===== config.mk =====
export PLATFORM = sky130hd
export DESIGN_NAME = program_status_register_write_top
export DESIGN_NICKNAME = d
export VERILOG_FILES = /design/src/sv/psrw_pkg.sv /design/src/sv/psrw_apb.sv /design/src/sv/psrw_merge.sv /design/src/sv/program_status_register_write_top.sv
export VERILOG_INCLUDE_DIRS = /design/src /design/src/sv
export SDC_FILE = /design/constraint.sdc
export NUM_CORES = 1
export LEC_CHECK = 0
export ABC_AREA = 1
export BUFFER_PORTS_ARGS = -buffer_cell sky130_fd_sc_hd__buf_2
export CORE_UTILIZATION = 25
export CTS_BUF_LIST = sky130_fd_sc_hd__clkbuf_4 sky130_fd_sc_hd__clkbuf_8 sky130_fd_sc_hd__clkbuf_16
export CTS_CLUSTER_SIZE = 40
export DETAILED_ROUTE_END_ITERATION = 10
export GPL_TIMING_DRIVEN = 0
export PLACE_DENSITY = 0.42
export SKIP_CTS_REPAIR_TIMING = 1
export SYNTH_ARGS = -nofsm -noshare
export SYNTH_HDL_FRONTEND = slang
export SYNTH_SLANG_ARGS = --single-unit

===== constraint.sdc =====
create_clock -name clk -period 4.44 [get_ports clk]
set_input_delay 0.444 -clock clk [delete_from_list [all_inputs] [get_ports clk]]
set_output_delay 0.444 -clock clk [all_outputs]
set_load 0.1 [all_outputs]

===== src/sv/program_status_register_write_top_defines.svh =====
// Assertion macros for the status register write block.
// Included by the top level; relies on clk and rst_n being in scope.
`ifndef PROGRAM_STATUS_REGISTER_WRITE_TOP_DEFINES_SVH
`define PROGRAM_STATUS_REGISTER_WRITE_TOP_DEFINES_SVH

// Same-cycle implication, checked only out of reset.
`define PSRW_ASSERT_IMPL(label, ante, cons, msg) \
  label: assert property (@(posedge clk) disable iff (!rst_n) (ante) |-> (cons)) \
    else $error(msg);

// Next-cycle implication, checked only out of reset.
`define PSRW_ASSERT_NEXT(label, ante, cons, msg) \
  label: assert property (@(posedge clk) disable iff (!rst_n) (ante) |=> (cons)) \
    else $error(msg);

`endif


===== src/sv/psrw_pkg.sv =====
// Shared types, constants and mode decode for the status register write block.
// No dependencies; every module file imports this package.
`timescale 1ns / 1ps
`default_nettype none

package psrw_pkg;

  // Register file layout of the configuration port.
  localparam int PaddrW = 3;
  localparam logic [0:0] RegNonmaskableFiq = 1'b0;

  // Field masks of the current status register.
  localparam logic [31:0] MaskFlags  = 32'hF800_0000;
  localparam logic [31:0] MaskItHiJ  = 32'h0700_0000;
  localparam logic [31:0] MaskGe     = 32'h000F_0000;
  localparam logic [31:0] MaskItLo   = 32'h0000_FC00;
  localparam logic [31:0] MaskEndian = 32'h0000_0200;
  localparam logic [31:0] MaskAbort  = 32'h0000_0100;
  localparam logic [31:0] MaskIrq    = 32'h0000_0080;
  localparam logic [31:0] MaskFiq    = 32'h0000_0040;
  localparam logic [31:0] MaskThumb  = 32'h0000_0020;
  localparam logic [31:0] MaskMode   = 32'h0000_001F;

  // Field masks of a saved status register.
  localparam logic [31:0] SavedMaskFlags = 32'hFF00_0000;
  localparam logic [31:0] SavedMaskGe    = 32'h000F_0000;
  localparam logic [31:0] SavedMaskExt   = 32'h0000_FF00;
  localparam logic [31:0] SavedMaskCtl   = 32'h0000_00E0;

  localparam logic [31:0] StatusReset = 32'h0000_01D3;

  // Saved register bank.
  localparam int BankDepth = 7;
  localparam logic [2:0] BankNone = 3'd7;

  // Mode encodings.
  localparam logic [4:0] ModeUsr = 5'h10;
  localparam logic [4:0] ModeFiq = 5'h11;
  localparam logic [4:0] ModeIrq = 5'h12;
  localparam logic [4:0] ModeSvc = 5'h13;
  localparam logic [4:0] ModeMon = 5'h16;
  localparam logic [4:0] ModeAbt = 5'h17;
  localparam logic [4:0] ModeHyp = 5'h1A;
  localparam logic [4:0] ModeUnd = 5'h1B;
  localparam logic [4:0] ModeSys = 5'h1F;

  // Operation codes.
  localparam logic OpCurrent = 1'b0;
  localparam logic OpSaved   = 1'b1;

  typedef struct packed {
    logic        operation;
    logic [31:0] write_value;
    logic [3:0]  byte_mask;
    logic        exception_return;
    logic        irq_line_pending;
  } psrw_in_t;

  typedef struct packed {
    logic [31:0] status_after;
    logic [31:0] saved_after;
    logic        irq_now_pending;
    logic        fiq_enable_fault;
    logic        mode_changed;
    logic        unpredictable;
  } psrw_out_t;

  // State update handed from the merge logic to the state registers.
  typedef struct packed {
    logic [31:0] status_nxt;
    logic        bank_we;
    logic [2:0]  bank_idx;
    logic [31:0] bank_wdata;
  } psrw_upd_t;

  function automatic logic mode_valid(input logic [4:0] m);
    logic ok;
    ok = 1'b0;
    case (m)
      ModeUsr, ModeFiq, ModeIrq, ModeSvc, ModeMon,
      ModeAbt, ModeHyp, ModeUnd, ModeSys: ok = 1'b1;
      default: ok = 1'b0;
    endcase
    return ok;
  endfunction

  // Index of the saved register that belongs to a mode, BankNone if none.
  function automatic logic [2:0] bank_of(input logic [4:0] m);
    logic [2:0] b;
    b = BankNone;
    case (m)
      ModeFiq: b = 3'd0;
      ModeIrq: b = 3'd1;
      ModeSvc: b = 3'd2;
      ModeMon: b = 3'd3;
      ModeAbt: b = 3'd4;
      ModeHyp: b = 3'd5;
      ModeUnd: b = 3'd6;
      default: b = BankNone;
    endcase
    return b;
  endfunction

endpackage

`default_nettype wire


===== src/sv/psrw_apb.sv =====
// APB-style configuration register holding the non-maskable FIQ control bit.
// Depends on psrw_pkg for the address width and register index.
`timescale 1ns / 1ps
`default_nettype none

module psrw_apb
  import psrw_pkg::*;
(
  input  wire logic              clk,
  input  wire logic              rst_n,
  input  wire logic              psel,
  input  wire logic              penable,
  input  wire logic              pwrite,
  input  wire logic [PaddrW-1:0] paddr,
  input  wire logic [31:0]       pwdata,
  output logic [31:0]            prdata,
  output logic                   pready,
  output logic                   nonmaskable_fiq
);

  logic nmfiq_r;
  logic nmfiq_nxt;
  logic sel_reg0;

  // Register 0 sits at byte address 0; the upper address bit selects it.
  assign sel_reg0 = (paddr[PaddrW-1] == RegNonmaskableFiq);
  assign pready   = 1'b1;

  // Write on the access phase of a write transfer.
  always_comb begin
    nmfiq_nxt = nmfiq_r;
    if (psel && penable && pwrite && sel_reg0) begin
      nmfiq_nxt = pwdata[0];
    end
  end

  always_ff @(posedge clk) begin
    if (!rst_n) begin
      nmfiq_r <= 1'b0;
    end else begin
      nmfiq_r <= nmfiq_nxt;
    end
  end

  // Read back; unmapped addresses read as zero.
  assign prdata          = sel_reg0 ? {31'd0, nmfiq_r} : 32'd0;
  assign nonmaskable_fiq = nmfiq_r;

endmodule

`default_nettype wire


===== src/sv/psrw_merge.sv =====
// Masked field merge for one status register write beat, with event flags.
// Depends on psrw_pkg for field masks, mode decode and the beat structs.
`timescale 1ns / 1ps
`default_nettype none

module psrw_merge
  import psrw_pkg::*;
(
  input  wire psrw_in_t    in_beat,
  input  wire logic [31:0] status_old,
  input  wire logic        nonmaskable_fiq,
  input  wire logic [31:0] bank_rdata,
  output logic [2:0]       bank_ridx,
  output psrw_upd_t        upd,
  output psrw_out_t        result
);

  logic [31:0] val;
  logic [3:0]  bm;
  logic        exc;
  logic [31:0] wm_cur;
  logic [31:0] wm_sav;
  logic [31:0] status_new;
  logic [31:0] saved_new;
  logic [2:0]  bank_old;
  logic        irq_flag;
  logic        fiq_flag;
  logic        chg;
  logic        unp;
  logic        val_mode_ok;

  assign val         = in_beat.write_value;
  assign bm          = in_beat.byte_mask;
  assign exc         = in_beat.exception_return;
  assign val_mode_ok = mode_valid(val[4:0]);
  assign bank_old    = bank_of(status_old[4:0]);

  // Write mask and flags for the current register.
  always_comb begin
    wm_cur   = 32'd0;
    irq_flag = 1'b0;
    fiq_flag = 1'b0;
    chg      = 1'b0;
    if (bm[3]) begin
      wm_cur = wm_cur | MaskFlags;
      if (exc) begin
        wm_cur = wm_cur | MaskItHiJ;
      end
    end
    if (bm[2]) begin
      wm_cur = wm_cur | MaskGe;
    end
    if (bm[1]) begin
      wm_cur = wm_cur | MaskEndian | MaskAbort;
      if (exc) begin
        wm_cur = wm_cur | MaskItLo;
      end
    end
    if (bm[0]) begin
      wm_cur = wm_cur | MaskIrq;
      if (!val[7] && status_old[7] && in_beat.irq_line_pending) begin
        irq_flag = 1'b1;
      end
      // Clearing F while it is set is refused and flagged; F stays set.
      if (!nonmaskable_fiq || !val[6]) begin
        if (!val[6] && status_old[6]) begin
          fiq_flag = 1'b1;
        end else begin
          wm_cur = wm_cur | MaskFiq;
        end
      end
      if (exc) begin
        wm_cur = wm_cur | MaskThumb;
      end
      if (val_mode_ok) begin
        wm_cur = wm_cur | MaskMode;
        chg    = (val[4:0] != status_old[4:0]);
      end
    end
  end

  // Write mask for the saved register of the current mode.
  always_comb begin
    wm_sav = 32'd0;
    if (bm[3]) begin
      wm_sav = wm_sav | SavedMaskFlags;
    end
    if (bm[2]) begin
      wm_sav = wm_sav | SavedMaskGe;
    end
    if (bm[1]) begin
      wm_sav = wm_sav | SavedMaskExt;
    end
    if (bm[0]) begin
      wm_sav = wm_sav | SavedMaskCtl;
      if (val_mode_ok) begin
        wm_sav = wm_sav | MaskMode;
      end
    end
  end

  // Select the path by operation and build the new state.
  always_comb begin
    status_new = status_old;
    unp        = 1'b0;
    bank_ridx  = bank_old;
    if (in_beat.operation == OpCurrent) begin
      status_new = (status_old & ~wm_cur) | (val & wm_cur);
      unp        = bm[0] && !val_mode_ok;
      bank_ridx  = bank_of(status_new[4:0]);
    end else begin
      unp = (bank_old == BankNone) || (bm[0] && !val_mode_ok);
    end
  end

  assign saved_new = (bank_rdata & ~wm_sav) | (val & wm_sav);

  always_comb begin
    upd.status_nxt = status_new;
    upd.bank_we    = (in_beat.operation == OpSaved) && (bank_old != BankNone);
    upd.bank_idx   = bank_old;
    upd.bank_wdata = saved_new;
  end

  // Result beat; flags other than unpredictable apply only to the current register.
  always_comb begin
    result.status_after = status_new;
    if (bank_ridx == BankNone) begin
      result.saved_after = 32'd0;
    end else if (in_beat.operation == OpSaved) begin
      result.saved_after = saved_new;
    end else begin
      result.saved_after = bank_rdata;
    end
    result.irq_now_pending  = (in_beat.operation == OpCurrent) && irq_flag;
    result.fiq_enable_fault = (in_beat.operation == OpCurrent) && fiq_flag;
    result.mode_changed     = (in_beat.operation == OpCurrent) && chg;
    result.unpredictable    = unp;
  end

endmodule

`default_nettype wire


===== src/sv/program_status_register_write_top.sv =====
// Path: input register, then result register, to the result beat.
// Throughput: one write beat per cycle unless out_ready stalls; each beat commits to the status
// registers as it moves into the result register, so the next beat sees the updated state.
// Reset (synchronous, rst_n low): status register 0x000001D3, saved bank all zero,
// non-maskable FIQ bit off, both pipeline stages empty.
// Depends on psrw_pkg, psrw_apb, psrw_merge and the assertion macro header.
`timescale 1ns / 1ps
`default_nettype none

`include "program_status_register_write_top_defines.svh"

module program_status_register_write_top
  import psrw_pkg::*;
(
  input  wire logic              clk,
  input  wire logic              rst_n,
  input  wire logic              in_valid,
  output logic                   in_ready,
  input  wire psrw_in_t          in_data,
  output logic                   out_valid,
  input  wire logic              out_ready,
  output psrw_out_t              out_data,
  input  wire logic              psel,
  input  wire logic              penable,
  input  wire logic              pwrite,
  input  wire logic [PaddrW-1:0] paddr,
  input  wire logic [31:0]       pwdata,
  output logic [31:0]            prdata,
  output logic                   pready
);

  logic        nonmaskable_fiq;
  psrw_in_t    in_r;
  logic        s1_valid_r;
  logic        s1_valid_nxt;
  psrw_out_t   out_r;
  logic        out_valid_r;
  logic        out_valid_nxt;
  logic [31:0] status_r;
  logic [31:0] bank_r [BankDepth];
  logic        commit;
  logic        in_take;
  logic [2:0]  bank_ridx;
  logic [31:0] bank_rdata;
  psrw_upd_t   upd;
  psrw_out_t   result;

  psrw_apb u_apb (
    .clk             (clk),
    .rst_n           (rst_n),
    .psel            (psel),
    .penable         (penable),
    .pwrite          (pwrite),
    .paddr           (paddr),
    .pwdata          (pwdata),
    .prdata          (prdata),
    .pready          (pready),
    .nonmaskable_fiq (nonmaskable_fiq)
  );

  // Handshake: the input stage moves on whenever the result register is free or drains.
  assign commit        = s1_valid_r && (!out_valid_r || out_ready);
  assign in_ready      = !s1_valid_r || commit;
  assign in_take       = in_valid && in_ready;
  assign s1_valid_nxt  = in_take || (s1_valid_r && !commit);
  assign out_valid_nxt = commit || (out_valid_r && !out_ready);

  always_ff @(posedge clk) begin
    if (!rst_n) begin
      s1_valid_r  <= 1'b0;
      out_valid_r <= 1'b0;
    end else begin
      s1_valid_r  <= s1_valid_nxt;
      out_valid_r <= out_valid_nxt;
    end
  end

  // Payload registers.
  always_ff @(posedge clk) begin
    if (in_take) begin
      in_r <= in_data;
    end
    if (commit) begin
      out_r <= result;
    end
  end

  // Saved bank read port; modes without a saved register read zero.
  assign bank_rdata = (bank_ridx == BankNone) ? 32'd0 : bank_r[bank_ridx];

  psrw_merge u_merge (
    .in_beat         (in_r),
    .status_old      (status_r),
    .nonmaskable_fiq (nonmaskable_fiq),
    .bank_rdata      (bank_rdata),
    .bank_ridx       (bank_ridx),
    .upd             (upd),
    .result          (result)
  );

  // Architectural state, updated as a beat commits.
  always_ff @(posedge clk) begin
    if (!rst_n) begin
      status_r <= StatusReset;
      for (int i = 0; i < BankDepth; i++) begin
        bank_r[i] <= 32'd0;
      end
    end else if (commit) begin
      status_r <= upd.status_nxt;
      if (upd.bank_we) begin
        bank_r[upd.bank_idx] <= upd.bank_wdata;
      end
    end
  end

  assign out_valid = out_valid_r;
  assign out_data  = out_r;

  // The current mode is always a legal mode once out of reset.
  `PSRW_ASSERT_IMPL(a_mode_legal, 1'b1, mode_valid(status_r[4:0]), "illegal current mode")
  // State changes only when a beat commits.
  `PSRW_ASSERT_NEXT(a_state_hold, !commit, $stable(status_r), "status changed without commit")
  // A refused FIQ enable leaves F set in the reported status.
  `PSRW_ASSERT_IMPL(a_fiq_stays, out_valid_r && out_r.fiq_enable_fault,
                    out_r.status_after[6], "F cleared on refused FIQ enable")
  // A saved write never reports a mode change.
  `PSRW_ASSERT_NEXT(a_saved_no_chg, commit && (in_r.operation == OpSaved),
                    !out_r.mode_changed && !out_r.irq_now_pending, "flag on saved write")

endmodule

`default_nettype wire

Word-level counts from Yosys, hierarchy flattened
Memories as Yosys holds them, arrays and structs flattened. A register that Yosys moved wholly into a read port is not among the register bits.
Cells that the tools add are included.

word-level totals
  flip-flop bits (word level) = 142
  bits in writable memories = 224
  bits in read-only memories = 32
  input port bits = 81
  output and inout port bits = 103
  logic and storage cells = 114
  memories = 2

cells by class
  equal/unequal tests = 18
  multiplexer cells = 39
  bitwise gates (word level) = 10
  reductions and logical operators = 30

memories
  name             depth  bits a word  read ports  clocked after memory_dff  wr ports  line                                     text
  bank_r           7      32           1           0                         7         program_status_register_write_top.sv:40  logic [31:0] bank_r [BankDepth];
  (no name shown)  32     1            1           1                         0         psrw_pkg.sv:79                           case (m)

operators by type and width
  operator            count
  $mux 32             6
  $and 32x32->32      4
  $eq 5x5->1 const B  14
  $not 32->32         2
  $or 32x32->32       2
  $mux 16             3
  $pmux 3 s7          2
  $mux 20             2
  $reduce_or 32->1    1
  $mux 27             1
  $mux 8              2
  $logic_and 1x1->1   15
  $mux 1              15
  $mux 5              3
  $mux 7              2
  $logic_not 1->1     8
  $eq 3x3->1 const B  2
  $logic_or 1x1->1    6
  $mux 3              2
  $mux 6              1
  $ne 5x5->1          1
  $ne 3x3->1 const B  1
  $not 1->1           2

Depth between registers and ports, before layout
Gate-level depths: netlist (run 1).

  word-level depth = 21
  depth in mapped cells = 19
  mapped depth without buffers = 17

Hierarchy
A second synthesis (run 1) with hierarchy kept.

unflattened totals
  cell total of the unflattened synthesis = 1,883
  area, all modules = 18,253.8 sq um

by module, submodules not included
  module                             instances  cells an instance  area each (sq um)  seq. area each (sq um)
  program_status_register_write_top  1          1,453              15,753.9           11,260.8
  psrw_merge                         1          384                2,185.8            0.0
  psrw_apb                           1          46                 314.1              20.0

Least setup slack after synthesis (run 1)
OpenSTA, ideal clock, no wires.

  path type = reg2reg
  start point = register out_valid_r, in the netlist out_valid
  end point = memory bank_r[5][0] (enable)
  library setup time = 0.468 ns
  data arrival time = 3.880 ns
  data required time = 3.972 ns
  setup slack = 0.092 ns
  cell stages (with the launch flop) = 7
  path buffers = 0
  period minus slack after synthesis = 4.348 ns
  path through = dfxtp_1 nand2_1 nand2_1 nor3_4 inv_2 nor2_1 nor3b_1

RTL lines
  element                 line                                     text
  from (decl)             program_status_register_write_top.sv:37  logic out_valid_r;
  from (signal assigned)  program_status_register_write_top.sv:74  out_valid_r <= out_valid_nxt;
  to (decl)               program_status_register_write_top.sv:40

==> impl_metrics.py, run 1 <==
metrics = {
    "place": {
        "hpwl_um": 45900,
        "dp.cells": 3177,
        "io_buffers": 109,
        "gp_congestion": 0.8368,
    },
    "critical_path": {
        "startpoint": "status_r[2]$_SDFFE_PN0P_",
        "endpoint": "bank_r[0][10]$_SDFFCE_PN0P_",
        "slowest_delay_ns": 0.49,
        "arrival_ns": 4.42,
        "worstSetupPathType": "register to register",
        "crit_chain": "inv_2 > nor2_2 > nand2_1 > o21ai_1 > nand2_1 > nand2_1 > inv_2 > nand2_4 > nand2_2 > nor3_4 > inv_2 > nor3_1 > nand3_1 > clkbuf_1 > nand2_2 > buf_12",
        "r2r_cells": 16,
        "startpoint_type": "register",
        "reg2reg_to": "bank_r[0][10]$_SDFFCE_PN0P_",
        "cp_max_fo": 23,
        "r2r_setup_slack_ns": 0.28,
        "crit_required_ns": 4.70,
        "critPathCaptureType": "register",
        "r2r_start": "status_r[2]$_SDFFE_PN0P_",
        "cp_slowest_cell": "dfxtp_1",
    },
    "sta": {
        "report.final.setup_viol": 0,
        "worst_slew_pin_slew_ns": 1.065,
        "fin_setup_tns_ns": 0,
        "skew_ns": 0.01654,
        "max_slew_margin_pct": 29.00,
        "min_period_over_period_pct": 93.67,
        "drv_slew": 0,
        "finalHoldViolCount": 0,
        "fin_crit_ns": 4.159,
        "max_freq_mhz": 240.4,
        "rsz0062_at_grt": "no",
    },
    "synthesis": {
        "synth_top_area_cell": "edfxtp_1",
        "yosys_warnings": 0,
        "syn_area_um2": 18700,
        "synth_cell_types": 44,
        "ys_seq_area_share_pct": 58.72,
        "ys.flop_type": "edfxtp_1",
        "ys_ff_latch": 387,
        "syn_avg_cell_area_um2": 9.203,
        "yosys-top-cells-area": "edfxtp_1 (52%), nand3_1 (9.5%), dfxtp_1 (6.9%)",
        "synth_top_area_share_pct": 51.87,
        "yosys-top-cells-count": "nand3_1 (355), nand2_1 (335), edfxtp_1 (323)",
        "syn_inst": 2032,
        "async_flop_share_pct": 0,
        "yosysMostFrequentCell": "nand3_1",
        "synth_edf_count": 323,
    },
    "drt": {
        "drt_iter0_drc": 1086,
        "wl_per_cell_um": 19.18,
        "drc": 0,
        "dr_total_vias": 14650,
        "wl_met3_um": 3652,
        "top_layer_used": "met4",
        "viasPerCell": 4.500,
        "detail-route-antenna-nets": 0,
        "drt-met1-wl_um": 27450,
        "met2WireLength_um": 29830,
        "routed_wl_um": 62430,
        "firstDrtPassIters": 5,
    },
    "global_route": {
        "overflow": 0,
        "grt_pass1_wl_um": 91140,
        "antenna_found_initial": 0,
        "grt_pass1_vias": 14200,
        "grt_max_degree": 53,
        "grt.total_usage_pct": 16.43,
    },
    "cts": {
        "cts_num_sinks": 387,
        "clk_path_buf_depth": 3,
        "cts_tree": "built",
        "htreeDepth": 2,
        "clockRootBuffer": "clkbuf_16",
        "path_clk_slew_ns": 0.06,
        "cts_buffers": 44,
        "clkLatencyLatePin_ns": 0.57,
    },
    "die": {
        "rows": 99,
        "die_area_um2": 75900,
        "boundaryPins": 184,
        "core-area_um2": 73450,
        "initial_core_util_pct": 25.46,
        "die_w_um": 275.5,
        "die_h_um": 275.5,
    },
    "final_layout": {
        "antennaDiodeCount": 0,
        "nNetsFinal": 2345,
        "multiInputGateArea_um2": 5986,
        "seqCellArea_um2": 10980,
        "instances_no_fill": 3255,
        "fill_cells": 7772,
        "area_growth_pct": 19.38,
        "drive_gt1_share_pct": 16.11,
    },
    "power": {
        "leakagePower_nw": 9.644,
        "p_per_area_nw_per_um2": 466.8,
        "ir_drop_mv": 0.2859,
    },
    "min_path": {
        "hold_class": "input port to register",
    },
    "status": {
        "outcome": "finished, final reports clean",
    },
    "job": {
        "max_cap_viol_count": 0,
    },
}
metal layers:
| layer | track usage (%) | vias to the layer above |
|---|---|---|
| met1 | 21.49 | 7009 |
| met2 | 27.75 | 470 |
| met3 | 2.732 | 85 |
| met4 | 4.769 | 0 |
| li1 | - | 7083 |
| met5 | 0 | - |
flip-flops by register name, summed over array words and instances, names as in the netlist:
signal                 flops
bank_r                   256
in_r                      35
out_data                  64
out_valid                  1
s1_valid_r                 1
status_r                  28
u_apb.nonmaskable_fiq      1
u_merge.val_mode_ok        1
worst min path at each step:
stage	startpoint	to	slack (ns)	cells after the start
finish	in_data[30]	in_r[30]$_DFFE_PP_	0.05	1
CTS	in_data[2]	in_r[2]$_DFFE_PP_	0.02	1
global placement	bank_r[6][23]$_SDFFE_PN0P_	bank_r[6][23]$_SDFFE_PN0P_	0.42	2
global route	in_data[30]	in_r[30]$_DFFE_PP_	0.03	1
detailed placement	bank_r[6][22]$_SDFFE_PN0P_	bank_r[6][22]$_SDFFE_PN0P_	0.42	2
floorplan	bank_r[6][20]$_SDFFE_PN0P_	bank_r[6][20]$_SDFFE_PN0P_	0.41	2
through the flow:
| step | total power, mW | utilization (%) | area (µm²) | hold WS (ns) | setup WS, ns |
|---|---|---|---|---|---|
| final | 10.42 | 30.39 | 22320 | 0.04756 | 0.2811 |
| after global routing | 10.91 | 30.39 | 22320 | 0.02931 | 0.01006 |
| after CTS | 10.54 | 30.38 | 22320 | 0.01764 | 0.2601 |
| after detailed placement | 7.016 | 28.55 | 20970 | 0.4208 | 0.2946 |
| after global placement | 6.978 | 28.17 | 20690 | 0.4154 | -3.031 |
| after floorplan | 6.197 | - | 18950 | 0.4075 | 0.09225 |
cells by family (layout without fill, tap and decap cells):
kind of cell	Yosys count	after routing	synth area share [%]
flip-flops	387	387	58.72
other	2	68	0.04016
buffers and inverters	469	667	10.78
XOR/XNOR	2	2	0.09369
AND/OR/NAND/NOR	1059	1059	26.96
AO/OA/AOI/OAI	113	113	3.406
critical path: cells and delay by family, from the launching register on:
kind	cells	cell delay [ns]
DFF	1	0.49
and+or+nand+nor	10	2.25
AOI/OAI and AO/OA	1	0.08
buffers and inverters	5	1.00
cells in the final DEF (no fill, tap or decap), drive strengths merged, types with 2 or more instances in the layout:
master	n
nand3	383
clkbuf	105
o2111ai	2
conb	68
o21ai	68
dfxtp	64
xnor2	2
clkinv	22
nand3b	55
inv	311
nor2	203
nor3	5
nand2	345
nand4	37
edfxtp	323
o211ai	8
a21oi	25
or2	28
o22ai	4
buf	227
cell type report:
class / instances / area share, %
timing repair buffer: 120 / 3.548
multi-input combinational: 1242 / 26.81
tap: 959 / 5.375
buffer: 155 / 3.755
inverter: 314 / 5.291
clock buffer: 57 / 5.476
clock inverter: 21 / 0.5549
sequential: 387 / 49.19
report_power, final:
group | switching (mW) | internal (mW)
Clock | 1.49 | 1.99
Sequential | 0.0777 | 4.17
Combinational | 2.03 | 0.660
No activity file was read; power rests on OpenSTA's default activity.
==> run 2, diff against run 1 <==
CELL_PAD_IN_SITES_DETAIL_PLACEMENT = 0   (was unset)
CELL_PAD_IN_SITES_GLOBAL_PLACEMENT = 2   (was unset)
PLACE_DENSITY = 0.59   (was 0.42)
==> impl_metrics.py, run 2 (same netlist as run 1, synthesis figures left out) <==
metrics = {
    "final_layout": {
        "nNetsFinal": 2348,
        "top_register": "bank_r",
        "drive_gt1_share_pct": 16.54,
        "final_cell_mix": "nand3_1 (355), nand2_1 (331), edfxtp_1 (323)",
        "layout_commonest_cell": "nand3_1",
        "final_core_util_pct": 30.72,
        "largest_reg_flops": 256,
        "antennaDiodeCount": 0,
        "area_growth_pct": 20.65,
        "fill_cells": 7774,
    },
    "die": {
        "die_w_um": 275.5,
        "rows": 99,
        "boundaryPins": 184,
        "die_h_um": 275.5,
        "die_area_um2": 75900,
        "initial_core_util_pct": 25.46,
        "core-area_um2": 73450,
    },
    "cts": {
        "clockRootBuffer": "clkbuf_16",
        "clkLatencyLatePin_ns": 0.59,
        "path_clk_slew_ns": 0.06,
        "cts_buffers": 46,
        "htreeDepth": 2,
        "cts_num_sinks": 387,
        "clk_path_buf_depth": 3,
        "cts_tree": "built",
    },
    "critical_path": {
        "cp_max_fo": 17,
        "startpoint_type": "register",
        "crit_chain": "inv_2 > nor2_2 > nand2_1 > o21ai_1 > nand2_1 > nand2_1 > inv_2 > nand2_4 > nand2_2 > nor3_4 > inv_2 > nor3_1 > nand3_1 > clkbuf_1 > nand2_2 > buf_16",
        "critPathTopFamily": "simple AND/OR/NAND/NOR gates",
        "slowest_delay_ns": 0.57,
        "critPathBufInv": 5,
        "crit_required_ns": 4.72,
        "cp_slowest_cell": "nand2_2",
        "arrival_ns": 4.40,
        "worstSetupPathType": "register to register",
        "critPathCaptureType": "register",
    },
    "global_route": {
        "grt_pass1_vias": 14500,
        "grt.total_usage_pct": 17.79,
        "grt_pass1_wl_um": 97600,
        "overflow": 0,
        "antenna_found_initial": 1,
        "grt_max_degree": 53,
    },
    "min_path": {
        "hold_class": "input port to register",
    },
    "drt": {
        "detail-route-antenna-nets": 0,
        "viasPerCell": 4.547,
        "dr_total_vias": 14840,
        "routed_wl_um": 67180,
        "drt_iter0_drc": 983,
        "wl_per_cell_um": 20.59,
        "firstDrtPassIters": 5,
        "drc": 0,
    },
    "sta": {
        "report.final.setup_viol": 0,
        "worst_slack_ns": 0.3155,
        "rsz0062_at_grt": "no",
        "fin_setup_tns_ns": 0,
        "finalHoldViolCount": 0,
        "max_slew_margin_pct": 29.14,
        "fin_crit_ns": 4.124,
        "worst_slew_pin_slew_ns": 1.063,
        "drv_slew": 0,
        "min_period_over_period_pct": 92.89,
        "max_freq_mhz": 242.5,
        "skew_ns": 0.01432,
        "finalHoldWorstSlack_ns": 0.03736,
    },
    "place": {
        "hpwl_um": 49290,
        "io_buffers": 109,
        "placement.setup.worst_slack_ns": 0.1226,
        "gp_congestion": 0.8205,
    },
    "power": {
        "p_per_area_nw_per_um2": 488.4,
        "power.total_mw": 11.02,
        "leakagePower_nw": 9.749,
        "ir_drop_mv": 0.3160,
    },
    "status": {
        "outcome": "finished, final reports clean",
    },
    "job": {
        "max_cap_viol_count": 0,
    },
}
run 2: cell types whose count changed in the layout (fill, tap and decap cells not counted), sizes merged:
cell      change
clkbuf        +8
clkinv        -8
bufinv        +3
clkinvlp      +2
inv           +2
buf           +1
run 2: stage by stage:
| stage | area [µm²] | std cells |
|---|---|---|
| 2_1_floorplan | 18950 | 2098 |
| 3_3_place_gp | 20690 | 3166 |
| 3_5_place_dp | 20940 | 3178 |
| 4_1_cts | 22550 | 3263 |
| 5_1_grt | 22560 | 3263 |
| 6_report | 22560 | 3263 |
run 2: final timing paths:
| kind | start | endpoint | slack (ns) | cells after the start |
|---|---|---|---|---|
| max | status_r[2]$_SDFFE_PN0P_ | bank_r[0][11]$_SDFFCE_PN0P_ | 0.32 | 16 |
| min | in_data[13] | in_r[13]$_DFFE_PP_ | 0.04 | 1 |
| max reg2reg | status_r[2]$_SDFFE_PN0P_ | bank_r[0][11]$_SDFFCE_PN0P_ | 0.32 | 16 |
| min reg2reg | bank_r[6][20]$_SDFFE_PN0P_ | bank_r[6][20]$_SDFFE_PN0P_ | 0.43 | 2 |
run 2: report_power, final:
part,internal [mW],switching (mW)
clock,2.43,1.61
sequential,4.17,0.0725
combinational,0.657,2.08
run 2: area by class of cell:
class	count	area, µm²	area share [%]
multi-input cells	1242	5986	26.53
plain buffers	155	838.3	3.716
flip-flops and latches	387	10980	48.67
well taps	959	1200	5.318
clock buffers	65	1401	6.211
clock inverters	20	207.7	0.9206
inverters	314	1185	5.252
repair buffers	121	763.2	3.383
run 2: metal layers:
metal	share of wire [%]	global-route usage (%)	vias to the layer above
met3	4.4	2.123	79
met1	47	25.12	7293
met5	0	0	-
met4	2.3	4.667	0
met2	46	28.69	369
li1	-	-	7096
